--- src/sv/acp_pkg.sv ---
`timescale 1ns / 1ps
package acp_pkg;

  // Line buffer size, line feed included (3..15).
  localparam int unsigned LINE_MAX = 12;
  localparam int unsigned PosW     = $clog2(LINE_MAX + 1);

  localparam logic [7:0] LINE_FEED  = 8'h0A;
  localparam logic [7:0] SEPARATOR  = 8'h3A;
  localparam logic [7:0] ASCII_ZERO = 8'h30;
  localparam logic [7:0] LETTER_A   = 8'h41;
  localparam logic [7:0] LETTER_P   = 8'h50;
  localparam logic [7:0] LETTER_I   = 8'h49;
  localparam logic [7:0] LETTER_D   = 8'h44;

  typedef enum logic [1:0] {
    SEL_SPEED = 2'd0,
    SEL_PROP  = 2'd1,
    SEL_INTEG = 2'd2,
    SEL_DERIV = 2'd3
  } param_sel_e;

  typedef struct packed {
    logic       hit;
    param_sel_e sel;
  } letter_t;

  typedef struct packed {
    logic               emit;
    param_sel_e         sel;
    logic signed [31:0] value;
  } result_t;

  function automatic letter_t letter_code(input logic [7:0] letter);
    letter_t code;
    code.hit = 1'b1;
    code.sel = SEL_SPEED;
    unique case (letter)
      LETTER_A: code.sel = SEL_SPEED;
      LETTER_P: code.sel = SEL_PROP;
      LETTER_I: code.sel = SEL_INTEG;
      LETTER_D: code.sel = SEL_DERIV;
      default:  code.hit = 1'b0;
    endcase
    return code;
  endfunction

endpackage

--- src/sv/acp_line.sv ---
`timescale 1ns / 1ps
module acp_line (
  input  logic            clk_i,
  input  logic            rst_ni,
  input  logic            step_i,
  input  logic [7:0]      byte_i,
  output acp_pkg::result_t result_o
);

  logic [acp_pkg::PosW-1:0] pos_q, pos_d;
  logic [7:0]               letter_q, letter_d;
  logic                     sep_q, sep_d;
  logic [31:0]              value_q, value_d;
  logic                     ovf_q, ovf_d;

  logic              is_lf;
  logic              full;
  acp_pkg::letter_t  code;
  logic [31:0]       value_x10;

  assign is_lf     = (byte_i == acp_pkg::LINE_FEED);
  assign full      = (pos_q >= acp_pkg::PosW'(acp_pkg::LINE_MAX));
  assign code      = acp_pkg::letter_code(letter_q);
  assign value_x10 = {value_q[28:0], 3'b000} + {value_q[30:0], 1'b0};

  always_comb begin
    result_o.emit  = is_lf && !ovf_q && !full && sep_q && code.hit;
    result_o.sel   = code.sel;
    result_o.value = value_q;
  end

  always_comb begin
    pos_d    = pos_q;
    letter_d = letter_q;
    sep_d    = sep_q;
    value_d  = value_q;
    ovf_d    = ovf_q;
    if (step_i) begin
      if (is_lf) begin
        // end of line: start afresh whatever the outcome
        pos_d    = '0;
        letter_d = '0;
        sep_d    = 1'b0;
        value_d  = '0;
        ovf_d    = 1'b0;
      end else if (full) begin
        // drop the byte, mark the line bad
        ovf_d = 1'b1;
      end else begin
        if (pos_q == acp_pkg::PosW'(0)) begin
          letter_d = byte_i;
        end else if (pos_q == acp_pkg::PosW'(1)) begin
          sep_d = (byte_i == acp_pkg::SEPARATOR);
        end else begin
          value_d = value_x10 + {24'd0, byte_i} - {24'd0, acp_pkg::ASCII_ZERO};
        end
        pos_d = pos_q + acp_pkg::PosW'(1);
      end
    end
  end

  always_ff @(posedge clk_i or negedge rst_ni) begin
    if (!rst_ni) begin
      pos_q    <= '0;
      letter_q <= '0;
      sep_q    <= 1'b0;
      value_q  <= '0;
      ovf_q    <= 1'b0;
    end else begin
      pos_q    <= pos_d;
      letter_q <= letter_d;
      sep_q    <= sep_d;
      value_q  <= value_d;
      ovf_q    <= ovf_d;
    end
  end

endmodule

--- src/sv/ascii_parameter_command_parser_top.sv ---
`timescale 1ns / 1ps
// Channel   | Direction | Handshake               | Payload
// ----------+-----------+-------------------------+---------------------------------
// rx        | in        | in_valid_i / in_stall_o | rx_byte_i [7:0]
// param     | out       | out_valid_o / out_stall_i | param_select_o [1:0],
//           |           |                         | param_value_o [31:0] signed
//
// One byte per cycle sustained while the result is not stalled; a line feed passes
// the input register and then the result register before its result comes out.
// The line state update (times ten plus digit) is the only logic between them.
// rst_ni clears the line state and both valid flags; no clearing pass.
// A stalled result stalls the source only once the input register is full too,
// so in_stall_o follows out_stall_i combinationally.
module ascii_parameter_command_parser_top (
  input  logic               clk_i,
  input  logic               rst_ni,
  input  logic               in_valid_i,
  output logic               in_stall_o,
  input  logic [7:0]         rx_byte_i,
  output logic               out_valid_o,
  input  logic               out_stall_i,
  output logic [1:0]         param_select_o,
  output logic signed [31:0] param_value_o
);

  // input register
  logic       in_vld_q, in_vld_d;
  logic [7:0] in_byte_q;

  // result register
  logic               out_vld_q, out_vld_d;
  acp_pkg::param_sel_e out_sel_q;
  logic signed [31:0] out_value_q;

  logic             advance;   // processing stage may move on
  logic             take;      // new request enters the input register
  logic             step;      // byte in the input register is consumed
  acp_pkg::result_t result;

  // hold everything only while a finished result waits and is stalled
  assign advance = !(out_vld_q && out_stall_i);
  assign step    = in_vld_q && advance;

  // stall the source only when the input register cannot drain
  assign in_stall_o = in_vld_q && !advance;
  assign take       = in_valid_i && !in_stall_o;

  always_comb begin
    in_vld_d = in_vld_q;
    if (take) begin
      in_vld_d = 1'b1;
    end else if (step) begin
      in_vld_d = 1'b0;
    end
  end

  always_comb begin
    out_vld_d = out_vld_q;
    if (advance) begin
      out_vld_d = step && result.emit;
    end
  end

  acp_line u_line (
    .clk_i    (clk_i),
    .rst_ni   (rst_ni),
    .step_i   (step),
    .byte_i   (in_byte_q),
    .result_o (result)
  );

  always_ff @(posedge clk_i or negedge rst_ni) begin
    if (!rst_ni) begin
      in_vld_q  <= 1'b0;
      out_vld_q <= 1'b0;
    end else begin
      in_vld_q  <= in_vld_d;
      out_vld_q <= out_vld_d;
    end
  end

  // payload: load on acceptance, hold otherwise
  always_ff @(posedge clk_i) begin
    if (take) begin
      in_byte_q <= rx_byte_i;
    end
    if (step && result.emit) begin
      out_sel_q   <= result.sel;
      out_value_q <= result.value;
    end
  end

  assign out_valid_o    = out_vld_q;
  assign param_select_o = out_sel_q;
  assign param_value_o  = out_value_q;

endmodule

--- config.mk ---
export PLATFORM = sky130hd
export DESIGN_NAME = ascii_parameter_command_parser_top
export DESIGN_NICKNAME = d
export VERILOG_FILES = /design/src/sv/acp_pkg.sv /design/src/sv/acp_line.sv /design/src/sv/ascii_parameter_command_parser_top.sv
export SDC_FILE = /design/constraint.sdc
export NUM_CORES = 1
export LEC_CHECK = 0
export ABC_AREA = 1
export BUFFER_PORTS_ARGS = -buffer_cell sky130_fd_sc_hd__buf_4
export CAP_MARGIN = 40
export CORE_AREA = 2 2 209 129
export DETAILED_ROUTE_END_ITERATION = 10
export DIE_AREA = 0 0 211 131
export HOLD_SLACK_MARGIN = 0.08
export PLACE_DENSITY_LB_ADDON = 0.05
export SLEW_MARGIN = 20
export SYNTH_ARGS = -nofsm -noshare
export SYNTH_HDL_FRONTEND = slang
export SYNTH_SLANG_ARGS = --single-unit
--- constraint.sdc ---
create_clock -name clk_i -period 4.4 [get_ports clk_i]
set_input_delay 1.32 -clock clk_i [delete_from_list [all_inputs] [get_ports clk_i]]
set_output_delay 1.32 -clock clk_i [all_outputs]
set_load 0.02 [all_outputs]
### After elaboration in Yosys (flattened, before gate mapping)

Cells that the tools add are included.

| storage, ports and cells | value |
|---|---|
| output and inout port bits | 36 |
| flip-flop bits (word level) | 90 |

| cells by class | value |
|---|---|
| reductions and logical operators | 24 |
| mux-type cells | 19 |
| order comparisons | 1 |
| add/sub/neg operators | 4 |
| eq/ne operators | 10 |

Operator list:

| kind | number |
|---|---|
| two-way mux 32 bit | 4 |
| adder 32 bit | 1 |
| adder 32 x 8 -> 32 bit | 1 |
| equality test 8 x 7 -> 1 bit, second input constant | 4 |
| subtractor 32 x 6 -> 32 bit, second input constant | 1 |
| two-way mux 8 bit | 3 |
| logical AND 1 bit | 9 |
| two-way mux 1 bit | 9 |
| equality test 8 x 4 -> 1 bit, second input constant | 1 |
| equality test 8 x 6 -> 1 bit, second input constant | 1 |
| two-way mux 4 bit | 2 |
| AND reduction 4 bit | 2 |
| nonzero test 2 bit | 4 |
| inequality test 2 x 1 -> 1 bit, second input constant | 3 |
| case mux 2 bit (3 select lines) | 1 |
| adder 4 x 1 -> 4 bit, second input constant | 1 |
| equality test 4 x 1 -> 1 bit, second input constant | 1 |
| greater-or-equal comparator 4 bit, second input constant | 1 |
| logical NOT 1 bit | 4 |
| logical NOT 4 bit | 1 |
| AND reduction 2 bit | 2 |
| OR reduction 4 bit | 1 |
| AND reduction 3 bit | 1 |

### Depth between registers and ports, before layout

| depth | value |
|---|---|
| depth in word-level cells | 7 |
| mapped depth | 17 |
| mapped depth without buffers | 17 |

### Cells and area by module

A second synthesis with hierarchy kept.

| second synthesis, totals | value |
|---|---|
| cells, all modules | 872 |
| area total of the unflattened synthesis | 6623.9 um^2 |

Modules (own cells, without submodules):

| module | instances | area each (um^2) | cells each |
|---|---|---|---|
| acp_line | 1 | 5261.3 | 815 |
| ascii_parameter_command_parser_top | 1 | 1362.6 | 57 |

### Worst setup path before layout

No wires, ideal clock.

| timing | value |
|---|---|
| path type | input to output |
| start | input out_stall_i |
| end | output in_stall_o |
| arrival | 1.706 ns |
| setup slack | 1.374 ns |
| stages | 2 |
| path buffers | 0 |
| path through | nand2_2 nor2_1 |

| between the ends | value |
|---|---|
| word-level cells in the longest chain between the ends | 2 |

RTL lines:

| what | RTL line | text |
|---|---|---|
| start, declared | ascii_parameter_command_parser_top.sv:21 | `input logic out_stall_i,` |
| logical AND 1 bit | ascii_parameter_command_parser_top.sv:41 | `assign advance = !(out_vld_q && out_stall_i);` |
| logical AND 1 bit | ascii_parameter_command_parser_top.sv:45 | `assign in_stall_o = in_vld_q && !advance;` |
| end, declared | ascii_parameter_command_parser_top.sv:18 | `output logic in_stall_o,` |

No other way between the ends.

### Final worst setup path

| timing | value |
|---|---|
| start | register in_byte_q[3] |
| end | register u_line.value_q[23] |

| between the ends | value |
|---|---|
| word-level cells in the longest chain between the ends | 6 |
| elaborated cells between the ends (all ways) | 11 |
| those cells by class | add/sub: 2; eq/ne: 4; mux: 4; reduce/logical: 1 |

RTL lines:

| what | RTL line | text |
|---|---|---|
| start, declared | ascii_parameter_command_parser_top.sv:28 | `logic [7:0] in_byte_q;` |
| start signal, assigned | ascii_parameter_command_parser_top.sv:85 | `in_byte_q <= rx_byte_i;` |
| adder 32 x 8 -> 32 bit | acp_line.sv:55 | `value_d = value_x10 + {24'd0, byte_i} - {24'd0, acp_pkg::ASCII_ZERO};` |
| subtractor 32 x 6 -> 32 bit | acp_line.sv:55 |  |
| two-way mux 32 bit | acp_line.sv:52 | `end else if (pos_q == acp_pkg::PosW'(1)) begin` |
| two-way mux 32 bit | acp_line.sv:50 | `if (pos_q == acp_pkg::PosW'(0)) begin` |
| two-way mux 32 bit | acp_line.sv:46 | `end else if (full) begin` |
| two-way mux 32 bit | acp_line.sv:39 | `if (is_lf) begin` |
| end signal, assigned | acp_line.sv:73 | `value_q <= value_d;` |
| end, declared | acp_line.sv:13 | `logic [31:0] value_q, value_d;` |

Parallel ways exist; a longest one is shown, timed or not. The select of a mux whose other input is x is not followed.
A chain may end at the register's enable or synchronous reset.

==> out/metrics.yaml <==
status:
  status: "completed"
logic_synthesis:
  ys_warn_count: 0
  yosysTopAreaCell: "edfxtp_1"
  yosys-top-cells-area: "edfxtp_1, dfrtp_1, ha_1"
  synthCells: 866
  synth_top_area_frac: 0.191
  async_flop_share: 0.533
  synthDistinctLibCells: 32
  syn_area_sq_mm: 0.00661
  synth_area_per_cell_sq_um: 7.63
  syn-num-nets: 969
  synth_top_flop_cell: "dfrtp_1"
  yosysSeqAreaShare: 0.373
  ys_ff_latch: 90
  synth_edf_count: 42
grt:
  grt_pass1_vias: 5106
  antenna_found_initial: 0
  grt_usage: 0.153
  grt_max_degree: 49
  grt_overflow_total: 0
  grt_pass1_wl_um: 30800
sta:
  layout_worst_path_cycle_share: 0.732
  rsz0062_at_grt: "no"
  setup_tns_ps: 0
  maxSlewViolCount: 0
  hold_violations: 0
  fin_skew_ps: 4.93
  worstMarginPinSlew_ps: 713
  final.min_clock_period_ps: 3220
  setup_viol: 0
  max_slew_margin: 0.524
  fmax_mhz: 311
route:
  drt-pass1-iter-count: 5
  vias: 5185
  route.detailed.drc: 0
  routed_wl_um: 19700
  wl_per_cell_um: 15.6
  ant_nets: 0
  drt-vias-per-instance: 4.11
  dr.first_iter.drc_count: 303
floorplanning:
  die_x_um: 211
  chipHeight_um: 131
  start_util: 0.256
  core_sq_mm: 0.0258
  pin_count: 48
  placementRows: 46
  dieArea_sq_mm: 0.0276
min_path:
  hold_depth: 0
  min_path_type: "reg -> reg"
  worst_hold_startpoint: "u_line.value_q[2]"
  hold_end: "param_value_o[2]"
clock_network:
  cts.sinks: 90
  clock_latency_ps: 360
  path_clk_slew_ps: 70
  post-cts-setup-buffers: 0
  cts_tree: "yes"
  cts-resized-gates: 0
  root_buffer: "clkbuf_16"
  hold_buffers: 0
  h-tree-depth: 3
  clock_path_buffers: 2
  cts_buffers: 9
critical_path:
  end_kind: "flop"
  r2r-start: "in_byte_q[3]"
  reg2reg_slack_ps: 1180
  worstPathArrival_ps: 3470
  r2r_cells: 17
  crit_chain: "inv_1 -> fa_1 -> inv_1 -> ha_1 -> ha_1 -> inv_1 -> fa_1 -> inv_1 -> nand3_1 -> nand3_1 -> nand3_1 -> nand3_1 -> nand2_1 -> nand2_1 -> nand2_1 -> nand3_1 -> nand2_1"
  reg2reg_to: "u_line.value_q[23]"
  worst-path-max-fanout: 4
  slowest_stage: "fa_1"
  crit_required_ps: 4650
  worstSetupPathType: "reg -> reg"
  crit_top_cell: "nand3_1"
  cp-start-kind: "flop"
  cp_slowest_stage_delay_ps: 540
finish:
  area_growth_pct: 15.7
  num-fill-cells: 2798
  mostFrequentLayoutCell: "nand2_1"
  diodes: 0
  final_cells: 1262
  final_cell_mix: "nand2_1, inv_1, ha_1"
  nets: 1024
  fin_area_sq_mm: 0.00764
  drive_gt1_frac: 0.0983
placement:
  dp_hpwl_um: 15600
  placed_area_sq_mm: 0.00734
  port_buffers: 47
  place_congestion: 0.786
  placedCellCount: 1245
run:
  cap_viol_max_count: 0
## stage by stage
step	util	hold slack (ps)	worst slack (ps)
global route	0.296	458	925
CTS	0.295	451	1160
finish	0.296	449	1180
global placement	0.284	435	1150
floorplan	-	425	1370
detailed placement	0.284	434	1130
## flip-flops by register name (all words and copies together) (netlist names)
register and count:
u_line.letter_q 8, u_line.sep_q 1, param_select_o 2, u_line.ovf_q 1, param_value_o 32, in_byte_q 8
in_vld_q 1, out_valid_o 1, u_line.value_q 32, u_line.pos_q 4
## logic make-up after synthesis
family,count (synthesis),share of synthesized area
adder cells (fa/ha/maj),91,0.179
flip-flops,90,0.373
AO/OA/AOI/OAI,72,0.0680
buffers and inverters,222,0.134
XOR/XNOR,8,0.0106
AND/OR/NAND/NOR,383,0.236
## worst max path at each step
stage	from	endpoint	slack [ps]
floorplan	out_stall_i	in_stall_o	1370
global placement	out_stall_i	param_value_o[24]	1150
detailed placement	out_stall_i	param_value_o[24]	1130
CTS	in_byte_q[3]	u_line.value_q[31]	1160
global route	in_byte_q[3]	u_line.value_q[31]	920
finish	in_byte_q[3]	u_line.value_q[23]	1180
## metal layers
metal | vias up | track usage | wire length [um]
li1 | 2780 | - | -
met1 | 2316 | 0.262 | 12600
met2 | 77 | 0.179 | 6240
met3 | 12 | 0.0301 | 652
met4 | 0 | 0.0356 | 216
met5 | - | 0 | 0
## layout make-up
| class | instances | area (sq um) | share of cell area |
|---|---|---|---|
| clock buffers | 12 | 236 | 0.0309 |
| clock inverters | 4 | 51.3 | 0.00671 |
| inverters | 216 | 811 | 0.106 |
| multi-input cells | 554 | 3260 | 0.427 |
| flip-flops and latches | 90 | 2460 | 0.322 |
| well taps | 336 | 420 | 0.0550 |
| repair buffers | 50 | 400 | 0.0524 |
## synth_stat cells (all sizes together) (4+ instances only)
| cell type | n |
|---|---|
| nand4 | 7 |
| o22ai | 6 |
| nor2 | 60 |
| xnor2 | 4 |
| dfrtp | 48 |
| ha | 85 |
| buf | 6 |
| nand3 | 45 |
| inv | 216 |
| edfxtp | 42 |
| nor3 | 4 |
| a21oi | 27 |
| fa | 6 |
| o21ai | 35 |
| xor2 | 4 |
| nand2 | 266 |
## worst max-delay path: cells and delay by family, from the launching register on
kind,cells,cell delay [ps]
buffers and inverters,4,320
and+or+nand+nor,9,900
DFF,1,420
adders and majority gates,4,1440
Power is not shown: default switching activity piles up to over one toggle a cycle in this logic, so the estimate is an artifact.
